## src/rtl/core/fat16_cluster_chain_walker_assert.svh

```systemverilog
// Assertion macros for the FAT16 cluster chain walker
`ifndef FAT16_CLUSTER_CHAIN_WALKER_ASSERT_SVH
`define FAT16_CLUSTER_CHAIN_WALKER_ASSERT_SVH

// same-cycle implication, masked during reset
`define FCW_ASSERT_SAME(label, clk, rst_n, ante, cons) \
    label: assert property (@(posedge clk) disable iff (!rst_n) (ante) |-> (cons)) \
        else $error("fcw assertion failed");

// next-cycle implication, masked during reset
`define FCW_ASSERT_NEXT(label, clk, rst_n, ante, cons) \
    label: assert property (@(posedge clk) disable iff (!rst_n) (ante) |=> (cons)) \
        else $error("fcw assertion failed");

`endif

```

## src/rtl/core/fcw_ram.sv

```systemverilog
// Generic single-port-write, single-port-read RAM with registered read
module fcw_ram #(
    parameter int WIDTH = 16,
    parameter int DEPTH = 256
) (
    input  logic                     clk,
    input  logic                     we,
    input  logic [$clog2(DEPTH)-1:0] waddr,
    input  logic [WIDTH-1:0]         wdata,
    input  logic                     re,
    input  logic [$clog2(DEPTH)-1:0] raddr,
    output logic [WIDTH-1:0]         rdata
);
    logic [WIDTH-1:0] mem_reg [DEPTH];
    logic [WIDTH-1:0] rdata_reg;

    always_ff @(posedge clk)
    begin
        if (we)
        begin
            mem_reg[waddr] <= wdata;
        end
        if (re)
        begin
            rdata_reg <= mem_reg[raddr];
        end
    end

    assign rdata = rdata_reg;
endmodule

```

## config.mk

```make
export PLATFORM = sky130hd
export DESIGN_NAME = fcw_ram
export DESIGN_NICKNAME = d
export VERILOG_FILES = /design/src/rtl/core/fat16_cluster_chain_walker_assert.svh /design/src/rtl/core/fcw_ram.sv
export SDC_FILE = /design/constraint.sdc
export NUM_CORES = 2
export LEC_CHECK = 0
export BUFFER_PORTS_ARGS = -buffer_cell sky130_fd_sc_hd__buf_2
export CORE_MARGIN = 4
export CORE_UTILIZATION = 35
export DETAILED_ROUTE_END_ITERATION = 6
export PLACE_DENSITY = 0.45
export REMOVE_ABC_BUFFERS = 1
export SLEW_MARGIN = 20
export SYNTH_ARGS = -nofsm -noshare
export SYNTH_HDL_FRONTEND = slang
export SYNTH_SLANG_ARGS = --single-unit
```

## constraint.sdc

```tcl
create_clock -name clk -period 3.45 [get_ports clk]
set_clock_uncertainty 0.2 [all_clocks]
set_input_delay 0 -clock clk [delete_from_list [all_inputs] [get_ports clk]]
set_output_delay 0 -clock clk [all_outputs]
set_load 0.03 [all_outputs]
```

# Yosys cells after proc, flatten, opt, wreduce, memory -nomap -nowiden

Memories as Yosys holds them, arrays and structs flattened. A register that Yosys moved wholly into a read port is not among the register bits.
Cells that the tools add are included.

Register bits: 0
Memory bits (writable): 4096
Memories: 1

Memories:

| memory  | depth | bits a word | rd ports | clocked after memory_dff | wr ports | line          | RTL |
|---|---|---|---|---|---|---|---|
| mem_reg | 256   | 16          | 1        | 1                        | 1        | fcw_ram.sv:14 | `logic [WIDTH-1:0] mem_reg [DEPTH];` |

Muxes and demuxes: 2

Operator list:

| cell    | count |
|---|---|
| $mux W1 | 2 |

# Depth between registers and ports, before layout

Depth after elaboration: 2
Mapped depth: 12
Depth with buffers taken out: 6

# Worst setup path after synthesis

OpenSTA, ideal clock, no wires.

Kind: input to register
Start: in raddr[0]
End: reg rdata_reg[4] (netlist: rdata[4]) (read register of mem_reg), data pin
Setup time: 265 ps
Data arrival time: 1984 ps
Required time: 2985 ps
Path slack: 1001 ps
Stages: 8
Buffers on the path: 3
Path through: buf_6 -> buf_6 -> buf_2 -> mux4_2 -> mux4_2 -> a22o_1 -> o32ai_2 -> nor4_2

RTL lines:

| what            | line          | RTL |
|---|---|---|
| start, declared | fcw_ram.sv:11 | `input logic [$clog2(DEPTH)-1:0] raddr,` |
| end, declared   | fcw_ram.sv:15 | `logic [WIDTH-1:0] rdata_reg;` |

==> results by group <==
Clock tree
  • CTS clock-pin slew for the worst setup and hold paths: 0.06 ns
  • Worst-Skew Late Latency: 1.02 ns
  • Root buffer cell: clkbuf_16
  • H-tree depth: 5
  • Clock sinks: 4,112
  • CTS buffer count: 439
  • CTS tree: built
  • Clk buf depth: 4

Critical path
  • Max incr delay on CP: 0.66 ns
  • Worst reg2reg path depth: 8
  • Crit-path cells: dlygate4sd3_1 -> clkbuf_8 -> or2_4 -> buf_12 -> buf_4 -> buf_4 -> o221ai_1 -> o32ai_1 -> a21oi_1 -> nand4_1 -> nor4_1
  • Crit path max-delay family: compound AO/OA/AOI/OAI gates
  • Critical Path Start Type: input port
  • Crit path DAT: 4.07 ns
  • WP buf/inv: 5
  • Worst path depth: 11
  • Crit Path Category: in2reg
  • Slowest-stage cell, CP: a21oi_1
  • Cell mode on critical path: buf_4
  • Worst Setup End Kind: register
  • CP max FO: 33
  • Worst path required time: 4.09 ns

Layout
  • Fin nets: between 8,000 and 9,000
  • Area delta synth->final: 17.6%
  • Fin area: 187,000 µm²
  • Layout cells sized above 1: 0.292
  • Finished Layout Cells: 14,600
  • Fin util: 0.413
  • Max reg flops: approximately 4,100

Yosys
  • Cells after synthesis: 7,360
  • Sequential cell area fraction in the yosys report: 0.777
  • Synth cell types: 51
  • Average cell area after synthesis: around 22 µm²
  • Cell Area, Synth: 159,000 µm²
  • Most area-consuming cells after synthesis: edfxtp_1 (78%), mux4_2 (11%), mux2i_1 (3.6%)
  • Post-synth EDFFs: 4,112
  • Asr flop ratio synth: 0
  • #FFs+latches synth: 4,112
  • Synth warn: 0
  • Yosys top cell area share: 0.777
  • Most used flip-flop cell after synthesis: edfxtp_1
  • Area leader, netlist: edfxtp_1

Detailed routing
  • Via-per-instance ratio: 5.47
  • Detailed Routing Iterations Pass 1: 6
  • Remaining antenna violation count: 0
  • Vias: roughly 80,000
  • DRT iter0 DRCs: 8,581
  • Total wire length: 484,000 µm
  • Wirelength per Cell: 33.1 µm
  • Post-route DRC: 0

Power
  • Sequential power share: 0.515
  • Worst IR Drop VDD: 0.449 mV
  • Gate power share: 0.056
  • Switch share: 0.220
  • Clock power frac: 0.429
  • Total chip power: 107 mW
  • NetSw: 23.6 mW
  • Lkg Pwr: 59.4 nW
  • Pint: 83.5 mW
  • Cell Pwr Density: 573 nW/µm²

Place
  • Port bufs: 50
  • Routability cong.: 0.808
  • Dpl cell area: 172,000 µm²
  • Post-Place Setup Slack: -0.666 ns
  • Post-Place Cells: 13,700
  • Post-DP HPWL: 296,000 µm

Die
  • Core area: 452,000 µm²
  • # IOs: 51
  • Full die area: 465,000 µm²
  • Rows: 247
  • Die W: about 680 µm
  • Initial Util: 0.351
  • Die H: about 680 µm

Global route
  • GRT overflow: 0
  • Initial antenna violation count: 32
  • Vias in the first global route: about 80,000
  • First-pass GRT wire length: roughly 670,000 µm
  • Largest net degree at the start of global routing: 101
  • GRT Total Usage: 0.206

Timing
  • Period utilisation layout: 0.995
  • Max Freq: 0.291 GHz
  • Slew @ Worst Pin: 1.03 ns
  • RSZ-0062 raised after global routing: no
  • Setup ws final: approximately 0.018 ns
  • Final setup fails: 0
  • Final hold vios: 0
  • Worst slew margin: 0.311
  • Minimum clock period: 3.43 ns
  • Pins Over Slew Limit: 0

Worst hold path
  • Hold path depth: 5
  • Worst hold-check path type: in2reg

Run status
  • Outcome: finished clean

Job
  • Max-cap violations: 0
worst paths after layout:
kind	startpoint	end	slack, ns
worst max register to register	mem_reg[3][3]$_DFFE_PP_	rdata[3]$_DFFE_PP_	0.08
worst min register to register	mem_reg[210][13]$_DFFE_PP_	rdata[13]$_DFFE_PP_	1.00
worst min-delay path	raddr[5]	rdata[12]$_DFFE_PP_	0.10
worst max-delay path	raddr[2]	rdata[11]$_DFFE_PP_	0.02
synth_stat cells, types with 2 or more instances:
master	instances
nand4_1	26
nand2b_1	3
a2111oi_0	6
a21o_1	2
buf_6	77
nand4b_1	3
a22o_1	32
nor4_1	17
nor3_1	92
and3_1	11
clkbuf_1	230
o221ai_1	252
nor2b_1	9
buf_1	27
nand3_1	35
buf_8	11
or3_1	2
a211oi_1	18
a22oi_1	43
o22ai_1	148
a221oi_1	28
mux4_2	797
buf_12	5
or2_2	4
nor2_1	304
a31oi_1	6
nor4bb_1	2
edfxtp_1	4112
inv_1	3
o31ai_1	16
mux2i_1	565
mux2_2	88
and4_1	2
o32ai_1	20
a21oi_1	175
o21ai_0	37
buf_2	76
buf_4	26
nand2_1	38
cell usage in the layout, fill, tap and decap left out, types with 18 or more instances in the layout:
master,Yosys,layout
mux2_2,88,88
nor2_1,304,141
nand3_1,35,26
bufinv_16,0,37
clkbuf_16,0,441
nand4_1,26,26
clkbuf_1,230,106
nor2_2,0,162
nor3_1,92,90
buf_4,26,657
nand2_1,38,37
buf_2,76,29
diode_2,0,18
a21oi_1,175,175
buf_12,5,116
a22oi_1,43,43
o22ai_1,148,148
o21ai_0,37,35
o221ai_1,252,252
mux2i_1,565,565
a221oi_1,28,28
clkinv_2,0,82
a211oi_1,18,18
dlygate4sd3_1,0,54
edfxtp_1,4112,4112
a22o_1,32,32
mux4_2,797,797
clkinv_1,0,105
metrics by stage:
stage	hold slack (ns)	setup TNS (ns)
final	0.102	0
after global routing	0.100	0
after CTS	0.00883	0
after detailed placement	0.244	-3.54
after global placement	0.234	-5.20
after floorplan	-0.101	-52.16
timing repair:
item | 4_1_cts | 5_1_grt
resized for setup | 2 | 0
buffers inserted | 0 | 0
hold endpoints to repair | 7666 | 0
setup endpoints to repair | 2 | 0
hold buffers | 70 | 0
worst min-delay path, cell delays in order:
cell     delay, ns
buf_2         0.34
nand2_1       0.26
nor4_1        0.10
buf_4         0.19
nor4_1        0.22
final cells by class:
cell class / count / area [µm²]
Tap cell: 5976 / 7480
Clock inverter: 260 / 2500
Antenna cell: 18 / 45.0
Clock buffer: 547 / 11400
Timing Repair Buffer: 888 / 8580
Sequential cell: 4112 / 123000
Multi-Input combinational cell: 2792 / 33200
Fill cell: 39700 / 266000
Inverter: 4 / 27.5
kinds of logic after synthesis:
logic type,synth area share
muxes,0.155
buffers and inverters,0.0169
DFF,0.777
and+or+nand+nor,0.0157
AOI/OAI and AO/OA,0.0353
layer usage:
metal / vias to the layer above / wire length, µm / GRT usage
met1: 43700 / 209000 / 0.292
met3: 578 / 27500 / 0.0274
met4: 0 / 13500 / 0.0524
li1: 33200 / - / -
met5: - / 0 / 0
met2: 2492 / 234000 / 0.336
power by group through the flow:
stage / Clock (mW) / Sequential [mW] / Combinational, mW
2_1_floorplan: 0 / 56.2 / 2.03
5_1_grt: 49.2 / 55.1 / 6.26
3_5_place_dp: 0 / 56.2 / 5.87
4_1_cts: 47.1 / 55.2 / 6.07
3_3_place_gp: 0 / 56.2 / 5.80
6_report: 45.9 / 55.2 / 5.96
Power figures use the tool's default switching activity.
